**config.mk**
```make
export PLATFORM = sky130hd
export DESIGN_NAME = header_length_crc_deframer_flat
export DESIGN_NICKNAME = d
export VERILOG_FILES = /design/src/rtl/core/hlcd_pkg.sv /design/src/rtl/core/hlcd_if.sv /design/src/rtl/core/hlcd_cfg_regs.sv /design/src/rtl/core/hlcd_parser.sv /design/src/rtl/core/hlcd_out_skid.sv /design/src/rtl/core/header_length_crc_deframer.sv /design/src/flat_wrapper.sv
export SDC_FILE = /design/constraint.sdc
export NUM_CORES = 1
export LEC_CHECK = 0
export BUFFER_PORTS_ARGS = -buffer_cell sky130_fd_sc_hd__buf_2
export CAP_MARGIN = 15
export CORE_MARGIN = 2
export CORE_UTILIZATION = 59
export CTS_CLUSTER_DIAMETER = 60
export CTS_CLUSTER_SIZE = 16
export DETAILED_ROUTE_END_ITERATION = 8
export PLACE_DENSITY = 0.8
export SKIP_LAST_GASP = 1
export SLEW_MARGIN = 20
export SYNTH_ARGS = -nofsm -noshare
export SYNTH_HDL_FRONTEND = slang
export SYNTH_SLANG_ARGS = --single-unit
```
**constraint.sdc**
```tcl
create_clock -name clk -period 4.9 [get_ports clk]
set_clock_uncertainty 0.2 [all_clocks]
set_input_delay 0.245 -clock clk [delete_from_list [all_inputs] [get_ports clk]]
set_output_delay 0.245 -clock clk [all_outputs]
set_load 0.05 [all_outputs]
```
**src/rtl/core/hlcd_pkg.sv**
```systemverilog
// Shared types, constants and functions for the header/length/CRC deframer.
// No dependencies; the modules of the block import this package.
package hlcd_pkg;

  localparam int HLCD_MAX_HDR = 4;

  localparam logic [15:0] CRC_INIT = 16'hFFFF;
  localparam logic [15:0] CRC_POLY = 16'h1021;

  // Configuration register indexes
  localparam logic [2:0] REG_HEADER_PATTERN = 3'd0;
  localparam logic [2:0] REG_HEADER_LENGTH  = 3'd1;
  localparam logic [2:0] REG_LENGTH_OFFSET  = 3'd2;
  localparam logic [2:0] REG_LENGTH_SIZE    = 3'd3;
  localparam logic [2:0] REG_CRC_ENABLE     = 3'd4;

  localparam logic RESULT_PAYLOAD   = 1'b0;
  localparam logic RESULT_FRAME_END = 1'b1;

  typedef enum logic [5:0] {
    PH_HUNT    = 6'b000001,
    PH_OFFSET  = 6'b000010,
    PH_LEN     = 6'b000100,
    PH_PAYLOAD = 6'b001000,
    PH_CRCH    = 6'b010000,
    PH_CRCL    = 6'b100000
  } phase_t;

  typedef struct packed {
    logic [31:0] header_pattern;
    logic [2:0]  header_length;
    logic [3:0]  length_field_offset;
    logic [1:0]  length_field_size;
    logic        crc_check_enable;
  } cfg_t;

  typedef struct packed {
    logic        result_kind;
    logic [7:0]  out_byte;
    logic [15:0] frame_payload_length;
    logic        frame_status;
    logic        frame_last;
  } result_t;

  typedef struct packed {
    logic    valid;
    result_t data;
  } res_push_t;

  // What entering a stage does once empty stages are skipped
  typedef struct packed {
    phase_t phase;
    logic   hunt_reset;
    logic   fc_clr;
    logic   plr_clr;
  } enter_t;

  function automatic logic [15:0] hlcd_crc_byte(logic [15:0] crc, logic [7:0] b);
    logic [15:0] c;
    c = crc ^ {b, 8'h00};
    for (int k = 0; k < 8; k++) begin
      c = c[15] ? ((c << 1) ^ CRC_POLY) : (c << 1);
    end
    return c;
  endfunction

  function automatic logic [7:0] hlcd_hdr_byte(logic [31:0] pattern, logic [1:0] idx);
    logic [7:0] r;
    case (idx)
      2'd0:    r = pattern[31:24];
      2'd1:    r = pattern[23:16];
      2'd2:    r = pattern[15:8];
      default: r = pattern[7:0];
    endcase
    return r;
  endfunction

  // Enter stage s and fall through every stage that has nothing to read.
  function automatic enter_t hlcd_enter(phase_t s, cfg_t c, logic [2:0] hl,
                                        logic plr_zero);
    enter_t e;
    logic   off_nz;
    logic   ls_nz;
    logic   all_empty;
    logic   at_hunt;
    logic   at_off;
    logic   at_len;
    logic   at_pay;
    logic   at_crc;
    off_nz    = (c.length_field_offset != 4'd0);
    ls_nz     = (c.length_field_size != 2'd0);
    all_empty = !off_nz && !ls_nz && !c.crc_check_enable;
    at_hunt   = (s == PH_HUNT);
    at_off    = (s == PH_OFFSET);
    at_len    = (s == PH_LEN);
    at_pay    = (s == PH_PAYLOAD);
    at_crc    = (s == PH_CRCH);
    e.phase      = PH_HUNT;
    e.hunt_reset = 1'b0;
    e.fc_clr     = 1'b0;
    e.plr_clr    = 1'b0;
    if (at_hunt) begin
      e.hunt_reset = 1'b1;
      if (hl != 3'd0 || all_empty) e.phase = PH_HUNT;
      else at_off = 1'b1;
    end
    if (at_off) begin
      e.fc_clr = 1'b1;
      if (off_nz) e.phase = PH_OFFSET;
      else at_len = 1'b1;
    end
    if (at_len) begin
      e.fc_clr  = 1'b1;
      e.plr_clr = 1'b1;
      if (ls_nz) e.phase = PH_LEN;
      else at_pay = 1'b1;
    end
    if (at_pay) begin
      if (!e.plr_clr && !plr_zero) e.phase = PH_PAYLOAD;
      else at_crc = 1'b1;
    end
    if (at_crc) begin
      if (c.crc_check_enable) begin
        e.phase = PH_CRCH;
      end else begin
        // back to the hunt; with no header the next frame starts at once
        e.hunt_reset = 1'b1;
        if (hl != 3'd0 || all_empty) begin
          e.phase = PH_HUNT;
        end else if (off_nz) begin
          e.fc_clr = 1'b1;
          e.phase  = PH_OFFSET;
        end else if (ls_nz) begin
          e.fc_clr  = 1'b1;
          e.plr_clr = 1'b1;
          e.phase   = PH_LEN;
        end else begin
          e.phase = PH_HUNT;
        end
      end
    end
    return e;
  endfunction

endpackage

```
**src/rtl/core/hlcd_if.sv**
```systemverilog
// Channel interfaces of the deframer: byte stream, result stream, config writes.
// Depends on nothing; payload names follow the block's field list.
interface hlcd_byte_if;
  logic       valid;
  logic       ready;
  logic [7:0] in_byte;
  modport source (output valid, output in_byte, input ready);
  modport sink   (input valid, input in_byte, output ready);
endinterface

interface hlcd_result_if;
  logic        valid;
  logic        ready;
  logic        result_kind;
  logic [7:0]  out_byte;
  logic [15:0] frame_payload_length;
  logic        frame_status;
  logic        frame_last;
  modport source (output valid, output result_kind, output out_byte,
                  output frame_payload_length, output frame_status,
                  output frame_last, input ready);
  modport sink   (input valid, input result_kind, input out_byte,
                  input frame_payload_length, input frame_status,
                  input frame_last, output ready);
endinterface

interface hlcd_cfg_if;
  logic        valid;
  logic        ready;
  logic [2:0]  index;
  logic [31:0] data;
  modport source (output valid, output index, output data, input ready);
  modport sink   (input valid, input index, input data, output ready);
endinterface

```
**src/rtl/core/hlcd_cfg_regs.sv**
```systemverilog
// Configuration register file of the deframer and its restart strobe.
// Depends on hlcd_pkg and hlcd_cfg_if.
module hlcd_cfg_regs (
  input  logic          clk,
  input  logic          rst,
  hlcd_cfg_if.sink      cfg,
  output hlcd_pkg::cfg_t regs,
  output logic          restart
);
  import hlcd_pkg::*;

  assign cfg.ready = 1'b1;

  always_ff @(posedge clk) begin
    if (rst) begin
      regs.header_pattern      <= 32'd0;
      regs.header_length       <= 3'd2;
      regs.length_field_offset <= 4'd0;
      regs.length_field_size   <= 2'd1;
      regs.crc_check_enable    <= 1'b1;
      restart                  <= 1'b0;
    end else begin
      // unmapped indexes change nothing and leave the frame alone
      restart <= cfg.valid && (cfg.index inside {REG_HEADER_PATTERN, REG_HEADER_LENGTH,
                                                 REG_LENGTH_OFFSET, REG_LENGTH_SIZE,
                                                 REG_CRC_ENABLE});
      if (cfg.valid) begin
        case (cfg.index)
          REG_HEADER_PATTERN: regs.header_pattern      <= cfg.data;
          REG_HEADER_LENGTH:  regs.header_length       <= cfg.data[2:0];
          REG_LENGTH_OFFSET:  regs.length_field_offset <= cfg.data[3:0];
          REG_LENGTH_SIZE:    regs.length_field_size   <= cfg.data[1:0];
          REG_CRC_ENABLE:     regs.crc_check_enable    <= cfg.data[0];
          default: ;
        endcase
      end
    end
  end

endmodule

```
**src/rtl/core/hlcd_parser.sv**
```systemverilog
// Input register, frame state and running CRC: one byte is parsed per cycle while the output has room.
// Depends on hlcd_pkg and hlcd_byte_if.
module hlcd_parser #(
  parameter int MAX_HEADER_BYTES = hlcd_pkg::HLCD_MAX_HDR
) (
  input  logic              clk,
  input  logic              rst,
  hlcd_byte_if.sink         stream,
  input  hlcd_pkg::cfg_t    cfg,
  input  logic              restart,
  input  logic              room,
  output logic              busy,
  output hlcd_pkg::res_push_t push
);
  import hlcd_pkg::*;

  localparam logic [2:0] HL_CAP = (MAX_HEADER_BYTES > 4) ? 3'd4 : 3'(MAX_HEADER_BYTES);

  logic        in_q_valid;
  logic [7:0]  in_q_byte;
  logic        advance;

  phase_t      phase, phase_next;
  logic [2:0]  matched, matched_next;
  logic [3:0]  fc, fc_next;
  logic [15:0] plr, plr_next;
  logic [15:0] rem, rem_next;
  logic [15:0] crc, crc_next;
  logic [7:0]  crch, crch_next;

  logic [2:0]  hl;
  logic [1:0]  ls_sat;
  logic [3:0]  fc_inc;
  logic        do_enter;
  phase_t      enter_from;
  enter_t      ent;

  assign hl     = (cfg.header_length > HL_CAP) ? HL_CAP : cfg.header_length;
  assign ls_sat = (cfg.length_field_size == 2'd3) ? 2'd2 : cfg.length_field_size;
  assign fc_inc = fc + 4'd1;

  assign advance      = in_q_valid && room;
  assign stream.ready = !in_q_valid || room;
  assign busy         = in_q_valid;

  always_ff @(posedge clk) begin
    if (rst) begin
      in_q_valid <= 1'b0;
    end else if (stream.ready) begin
      in_q_valid <= stream.valid;
    end
    if (stream.ready) begin
      in_q_byte <= stream.in_byte;
    end
  end

  always_comb begin
    phase_next   = phase;
    matched_next = matched;
    fc_next      = fc;
    plr_next     = plr;
    rem_next     = rem;
    crc_next     = crc;
    crch_next    = crch;
    push         = '0;
    do_enter     = 1'b0;
    enter_from   = PH_HUNT;
    if (restart) begin
      do_enter = 1'b1;
    end else if (advance) begin
      case (phase)
        PH_HUNT: begin
          if (hl != 3'd0) begin
            if (in_q_byte == hlcd_hdr_byte(cfg.header_pattern, matched[1:0])) begin
              crc_next     = hlcd_crc_byte(crc, in_q_byte);
              matched_next = matched + 3'd1;
              if (matched_next >= hl) begin
                do_enter   = 1'b1;
                enter_from = PH_OFFSET;
              end
            end else if (in_q_byte == hlcd_hdr_byte(cfg.header_pattern, 2'd0)) begin
              // mismatch, but the byte opens a new header
              crc_next     = hlcd_crc_byte(CRC_INIT, in_q_byte);
              matched_next = 3'd1;
              if (hl <= 3'd1) begin
                do_enter   = 1'b1;
                enter_from = PH_OFFSET;
              end
            end else begin
              crc_next     = CRC_INIT;
              matched_next = 3'd0;
            end
          end
        end
        PH_OFFSET: begin
          crc_next = hlcd_crc_byte(crc, in_q_byte);
          fc_next  = fc_inc;
          if (fc_inc >= cfg.length_field_offset) begin
            do_enter   = 1'b1;
            enter_from = PH_LEN;
          end
        end
        PH_LEN: begin
          crc_next = hlcd_crc_byte(crc, in_q_byte);
          plr_next = {plr[7:0], in_q_byte};
          fc_next  = fc_inc;
          if (fc_inc >= {2'b00, ls_sat}) begin
            do_enter   = 1'b1;
            enter_from = PH_PAYLOAD;
          end
        end
        PH_PAYLOAD: begin
          crc_next                 = hlcd_crc_byte(crc, in_q_byte);
          push.valid               = 1'b1;
          push.data.result_kind    = RESULT_PAYLOAD;
          push.data.out_byte       = in_q_byte;
          rem_next                 = rem - 16'd1;
          if (rem_next == 16'd0) begin
            do_enter   = 1'b1;
            enter_from = PH_CRCH;
          end
        end
        PH_CRCH: begin
          crch_next  = in_q_byte;
          phase_next = PH_CRCL;
        end
        PH_CRCL: begin
          push.valid                     = 1'b1;
          push.data.result_kind          = RESULT_FRAME_END;
          push.data.frame_payload_length = plr;
          push.data.frame_status         = ({crch, in_q_byte} != crc);
          push.data.frame_last           = 1'b1;
          do_enter                       = 1'b1;
        end
        default: do_enter = 1'b1;
      endcase
    end
    ent = hlcd_enter(enter_from, cfg, hl, plr_next == 16'd0);
    if (do_enter) begin
      phase_next = ent.phase;
      if (ent.hunt_reset) begin
        crc_next     = CRC_INIT;
        matched_next = 3'd0;
      end
      if (ent.fc_clr)  fc_next  = 4'd0;
      if (ent.plr_clr) plr_next = 16'd0;
      if (ent.phase == PH_PAYLOAD) rem_next = plr_next;
    end
  end

  always_ff @(posedge clk) begin
    if (rst) begin
      phase   <= PH_HUNT;
      matched <= 3'd0;
      fc      <= 4'd0;
      plr     <= 16'd0;
      rem     <= 16'd0;
      crc     <= CRC_INIT;
      crch    <= 8'd0;
    end else begin
      phase   <= phase_next;
      matched <= matched_next;
      fc      <= fc_next;
      plr     <= plr_next;
      rem     <= rem_next;
      crc     <= crc_next;
      crch    <= crch_next;
    end
  end

endmodule

```
**src/rtl/core/hlcd_out_skid.sv**
```systemverilog
// Result register with a skid entry; ready toward the parser is registered.
// Depends on hlcd_pkg and hlcd_result_if.
module hlcd_out_skid (
  input  logic                clk,
  input  logic                rst,
  input  hlcd_pkg::res_push_t push,
  output logic                room,
  hlcd_result_if.source       result
);
  import hlcd_pkg::*;

  logic    out_valid;
  result_t main_q;
  logic    skid_valid;
  result_t skid_q;
  logic    load_main;

  assign load_main = !out_valid || result.ready;
  assign room      = !skid_valid;

  always_ff @(posedge clk) begin
    if (rst) begin
      out_valid  <= 1'b0;
      skid_valid <= 1'b0;
    end else if (load_main) begin
      if (skid_valid) begin
        out_valid  <= 1'b1;
        skid_valid <= 1'b0;
      end else begin
        out_valid <= push.valid;
      end
    end else if (push.valid) begin
      skid_valid <= 1'b1;
    end
    if (load_main) begin
      main_q <= skid_valid ? skid_q : push.data;
    end else if (push.valid) begin
      skid_q <= push.data;
    end
  end

  assign result.valid                = out_valid;
  assign result.result_kind          = main_q.result_kind;
  assign result.out_byte             = main_q.out_byte;
  assign result.frame_payload_length = main_q.frame_payload_length;
  assign result.frame_status         = main_q.frame_status;
  assign result.frame_last           = main_q.frame_last;

endmodule

```
**src/rtl/core/header_length_crc_deframer.sv**
```systemverilog
// Header/length/CRC deframer top level: config registers, parser, result skid.
// Depends on hlcd_pkg, hlcd_if.sv, hlcd_cfg_regs, hlcd_parser, hlcd_out_skid.
//
// Use: bytes of a received stream enter on "stream", one per item. The block
// hunts for the configured header, skips the offset bytes, reads a big-endian
// length and forwards each payload byte as a result item. With CRC checking
// on, the two trailing CRC bytes produce one frame-end item carrying the
// payload length and a status (1 = CRC mismatch; downstream drops the frame).
// Throughput: one byte per cycle while the receiver keeps up. A result reaches
// "result" through the input register, then the result register. The CRC
// update is an eight-step XOR network inside the parser cycle, which sets the
// clock path.
// Config writes on "cfg" are always accepted; a write to a mapped register
// restarts the hunt in the cycle after; write only while the block is idle.
// Reset (rst, synchronous): registers return to header length 2, pattern 0,
// offset 0, one length byte, CRC on; the parser hunts for a header.
// When the receiver stalls, one result waits in the output register and one
// more in a skid entry; after that "stream.ready" drops while a byte is held, until room frees up.
module header_length_crc_deframer #(
  parameter int MAX_HEADER_BYTES = hlcd_pkg::HLCD_MAX_HDR
) (
  input  logic          clk,
  input  logic          rst,
  hlcd_cfg_if.sink      cfg,
  hlcd_byte_if.sink     stream,
  hlcd_result_if.source result
);
  import hlcd_pkg::*;

  cfg_t      regs;
  logic      restart;
  logic      room;
  logic      busy;
  res_push_t push;

  hlcd_cfg_regs u_cfg (
    .clk     (clk),
    .rst     (rst),
    .cfg     (cfg),
    .regs    (regs),
    .restart (restart)
  );

  // byte parser: holds the accepted byte and all frame state
  hlcd_parser #(
    .MAX_HEADER_BYTES (MAX_HEADER_BYTES)
  ) u_parser (
    .clk     (clk),
    .rst     (rst),
    .stream  (stream),
    .cfg     (regs),
    .restart (restart),
    .room    (room),
    .busy    (busy),
    .push    (push)
  );

  // output register plus skid entry, so stream.ready never waits on result.ready
  hlcd_out_skid u_out (
    .clk    (clk),
    .rst    (rst),
    .push   (push),
    .room   (room),
    .result (result)
  );

  // a filled skid entry implies the output register holds an item
  a_skid_behind_main: assert property (@(posedge clk) disable iff (rst)
    !room |-> result.valid)
    else $error("skid entry full while result register empty");

  // a held byte with no room for its result must block the stream
  a_stall_blocks_input: assert property (@(posedge clk) disable iff (rst)
    (busy && !room) |-> !stream.ready)
    else $error("stream accepted with a byte stuck in the input register");

  // frame-end items carry the last mark and no data byte
  a_frame_end_fields: assert property (@(posedge clk) disable iff (rst)
    (result.valid && (result.result_kind == RESULT_FRAME_END)) |->
      (result.frame_last && (result.out_byte == 8'd0)))
    else $error("malformed frame-end item");

  // a result is pushed only when the skid can take it
  a_push_needs_room: assert property (@(posedge clk) disable iff (rst)
    push.valid |-> room)
    else $error("result pushed while skid entry full");

endmodule
```
**src/flat_wrapper.sv**
```systemverilog
// flat-port wrapper written by rule: the top's interface ports become plain ports
module header_length_crc_deframer_flat import hlcd_pkg::*;
#(
  parameter int MAX_HEADER_BYTES = hlcd_pkg::HLCD_MAX_HDR
)
  (clk, rst, cfg_valid, cfg_index, cfg_data, cfg_ready, stream_valid, stream_in_byte, stream_ready, result_valid, result_result_kind, result_out_byte, result_frame_payload_length, result_frame_status, result_frame_last, result_ready);
  hlcd_cfg_if cfg_i ();
  hlcd_byte_if stream_i ();
  hlcd_result_if result_i ();
  input  logic clk;
  input  logic rst;
  input wire logic [$bits(cfg_i.valid)-1:0] cfg_valid;
  input wire logic [$bits(cfg_i.index)-1:0] cfg_index;
  input wire logic [$bits(cfg_i.data)-1:0] cfg_data;
  output wire logic [$bits(cfg_i.ready)-1:0] cfg_ready;
  input wire logic [$bits(stream_i.valid)-1:0] stream_valid;
  input wire logic [$bits(stream_i.in_byte)-1:0] stream_in_byte;
  output wire logic [$bits(stream_i.ready)-1:0] stream_ready;
  output wire logic [$bits(result_i.valid)-1:0] result_valid;
  output wire logic [$bits(result_i.result_kind)-1:0] result_result_kind;
  output wire logic [$bits(result_i.out_byte)-1:0] result_out_byte;
  output wire logic [$bits(result_i.frame_payload_length)-1:0] result_frame_payload_length;
  output wire logic [$bits(result_i.frame_status)-1:0] result_frame_status;
  output wire logic [$bits(result_i.frame_last)-1:0] result_frame_last;
  input wire logic [$bits(result_i.ready)-1:0] result_ready;
  assign cfg_i.valid = cfg_valid;
  assign cfg_i.index = cfg_index;
  assign cfg_i.data = cfg_data;
  assign cfg_ready = cfg_i.ready;
  assign stream_i.valid = stream_valid;
  assign stream_i.in_byte = stream_in_byte;
  assign stream_ready = stream_i.ready;
  assign result_valid = result_i.valid;
  assign result_result_kind = result_i.result_kind;
  assign result_out_byte = result_i.out_byte;
  assign result_frame_payload_length = result_i.frame_payload_length;
  assign result_frame_status = result_i.frame_status;
  assign result_frame_last = result_i.frame_last;
  assign result_i.ready = result_ready;
  header_length_crc_deframer #(.MAX_HEADER_BYTES(MAX_HEADER_BYTES)) u_core (.clk(clk), .rst(rst), .cfg(cfg_i), .stream(stream_i), .result(result_i));
endmodule
```
==> run metrics <==
Die X 129 um; row count 45; share of cells above drive strength 1 0.134; antenna violations before repair 0; Slew @ Worst Pin 1080 ps; clock buffer depth 2; Initial Utilization 0.604; full die area 16600 sq um; Post-CTS Setup Inserts 0; PD cells 299 nW/um^2; post-layout minimum cycle time 3920 ps; endpoints failing hold 0; min-delay worst type in2reg; Clk pwr share 0.438; hold depth 4; WL/cell 17.9 um; grt met2 use 0.505; cell area after synthesis 9190 sq um; clk root buf clkbuf_16; proportion of power drawn by flip-flops and latches 0.484; peak supply drop 0.250 mV; delay-heaviest family, CP compound AO/OA/AOI/OAI gates; most frequent cells in the layout 115 x nand2_1, 115 x dfxtp_1, 80 x nor2_1, 76 x buf_2, 64 x a21oi_1; final setup TNS 0 ps; Area Growth Syn to Fin 16.9%; global-route wire length before repair 37300 um; number of global-route vias before repair 7546; critical path depth 12; worst r2r src u_core.u_parser.fc[0]; Die H 129 um; Mapped Nets 1056; RSZ-0062 raised after global routing false; Yosys Warn Count 0; slowest stage cell, crit path a311oi_2; Slew HR 0.281; Via Count 7741; crit path DAT 4080 ps; status complete, no violations; met1 global-route usage 0.341; Core Region 15200 sq um; Critical Path Start u_core.u_parser.fc[0]; WL final 23000 um; crit start category flop; Seq cells post-synth 177; Placed Area 9690 sq um; Max Cap Violations 0; clk_lat worst skew 440 ps; global placer's final weighted congestion 0.943; crit path max fanout 19; post-detail-place hpwl 15000 um; worst path bufs/invs 1; Int Pwr 2.42 mW; CTS tree built; Inserted Clock Buffers 17; Remaining Overflow, GRT 0; Yosys cell types 78; worst path cell trace nand3_1, xor2_1, inv_1, ha_1, a2111oi_1, nor4b_1, o21ai_0, a31oi_1, a311oi_2, nand2_1, o21ai_4, a21boi_1; Hold WS 17.0 ps; Post-synth EDFFs 62; drt pass-1 iters 7; syn avg cell area 9.27 sq um; Pins Over Slew Limit 0; final worst-path cycle share 0.800; Data required, critical path 5060 ps; sw frac 0.247; n_diodes 0; final setup fails 0; Final ANT Viol Nets 0; Tot GR Track Use 0.286; Top Usage Layer GRT met2; ys flop type dfxtp_1; CTS clk-pin slew, worst paths 70 ps; Residual DRC 0; H-tree depth 4; worst r2r path cells 12; IO buf count 76; IO Pins 78; post-synthesis sequential area ratio 0.453; number of nets in the layout 1147; Switch Pwr 0.792 mW; Peak Freq 255 MHz; Finished Cell Area 10700 sq um; crit-path max cell delay 760 ps; critical path endpoint category flop; Post-synth ARST share 0; First DRT Iteration DRCs 761; met3 Resource Use GR 0.0462; Post-Synthesis Cells 991; Core Util, Final 0.707; share of total power in combinational logic 0.077; worst hold start cfg_index[2]; pin count of the biggest net entering global routing 49; LEAKAGE 4.54 nW; Power Total 3.21 mW; drt via density 6.03; Clock Sinks 177; crit path kind reg2reg
power groups by stage:
stage / combinational (mW) / clock [mW] / sequential [mW]
4_1_cts: 0.243 / 1.42 / 1.55
3_3_place_gp: 0.211 / 0 / 1.59
2_1_floorplan: 0.164 / 0 / 1.57
5_1_grt: 0.270 / 1.48 / 1.56
6_report: 0.248 / 1.41 / 1.56
3_5_place_dp: 0.214 / 0 / 1.59
synth_stat cells, types with 2 or more instances:
library cell / number / share of area
nor4b_1: 6 / 0.0057
inv_1: 23 / 0.0094
a211o_1: 3 / 0.0029
nor3b_1: 4 / 0.0033
and4_1: 4 / 0.0038
a211oi_1: 8 / 0.0065
clkbuf_1: 53 / 0.022
and3_1: 6 / 0.0041
or2_2: 3 / 0.0020
nand2_1: 115 / 0.047
or3_1: 3 / 0.0020
buf_1: 3 / 0.0012
o22ai_1: 2 / 0.0014
nand2b_1: 12 / 0.0082
xnor2_1: 51 / 0.049
nand3b_1: 4 / 0.0033
dfxtp_1: 115 / 0.25
edfxtp_1: 62 / 0.20
a21oi_1: 64 / 0.035
buf_2: 7 / 0.0038
nor3_1: 31 / 0.017
a222oi_1: 8 / 0.0087
nor2b_1: 7 / 0.0048
nand4_1: 10 / 0.0068
and2_0: 2 / 0.0014
mux2i_1: 47 / 0.051
o21ai_0: 27 / 0.015
o21a_1: 4 / 0.0033
a31oi_1: 4 / 0.0027
a21boi_1: 2 / 0.0016
nor3b_2: 2 / 0.0027
buf_4: 2 / 0.0016
nor2_1: 81 / 0.033
ha_1: 17 / 0.023
xor2_1: 37 / 0.035
o31a_1: 2 / 0.0019
a21o_1: 29 / 0.024
o211ai_1: 7 / 0.0057
nor4_2: 3 / 0.0041
and2_1: 28 / 0.019
a22oi_1: 16 / 0.013
nand3_1: 27 / 0.015
nor4_1: 13 / 0.0089
a221o_1: 2 / 0.0022
o21ai_1: 2 / 0.0011
worst paths after layout:
path	end	slack, ps
min	u_core.u_cfg.regs[0]	20
max reg2reg	u_core.u_parser.matched[2]	980
min reg2reg	u_core.u_cfg.regs[14]	260
max	u_core.u_parser.matched[2]	980
stage by stage:
step | cells | setup WS [ps]
after global placement | 1208 | 1180
after floorplan | 991 | 1450
final | 1283 | 980
after CTS | 1283 | 985
after global routing | 1283 | 658
after detailed placement | 1208 | 1000
flip-flops by register name, summed over array words and instances, names as in the netlist:
register / flops
u_core.u_cfg.regs: 42
u_core.u_cfg.restart: 1
u_core.u_out.result.frame_last: 1
u_core.u_out.result.frame_payload_length: 16
u_core.u_out.result.frame_status: 1
u_core.u_out.result.out_byte: 8
u_core.u_out.result.result_kind: 1
u_core.u_out.result.valid: 1
u_core.u_out.skid_q: 27
u_core.u_out.skid_valid: 1
u_core.u_parser.busy: 1
u_core.u_parser.crc: 16
u_core.u_parser.crch: 8
u_core.u_parser.fc: 4
u_core.u_parser.in_q_byte: 8
u_core.u_parser.matched: 3
u_core.u_parser.phase: 6
u_core.u_parser.plr: 16
u_core.u_parser.rem: 16
logic make-up (layout without fill, tap and decap cells):
group           count (synthesis)  in the layout  share of synthesized area
compound gates                202            202                      0.148
xor+xnor                       88             88                     0.0839
fa+ha+maj                      17             17                     0.0232
buf+inv                        90            194                     0.0394
flops                         177            177                      0.453
mux                            47             47                     0.0512
other cells                     1              1                   0.000408
simple gates                  369            369                      0.201
worst min-delay path, stage by stage:
cell,delay [ps]
buf_2,90
and3_1,150
mux2i_1,70
nand2_1,60
what timing repair did:
item,4_1_cts,5_1_grt
setup endpoints to repair,0,0
hold buffers,43,0
endpoints found under the hold margin,52,0
resized for setup,0,0
routing by layer:
| layer | wire length, um | up-vias |
|---|---|---|
| met5 | 0 | - |
| met4 | 852 | 0 |
| met3 | 1170 | 70 |
| met2 | 11500 | 288 |
| met1 | 9480 | 3677 |
| li1 | - | 3706 |
final cells by class:
type,instances,area [sq um]
Tap cell,188,235
Fill cell,1114,4460
Multi-Input combinational cell,724,4680
Sequential cell,177,4160
Inverter,24,90.1
Clock buffer,18,429
Clock inverter,14,194
Timing Repair Buffer,138,953
(Power assumes the default switching activity.)
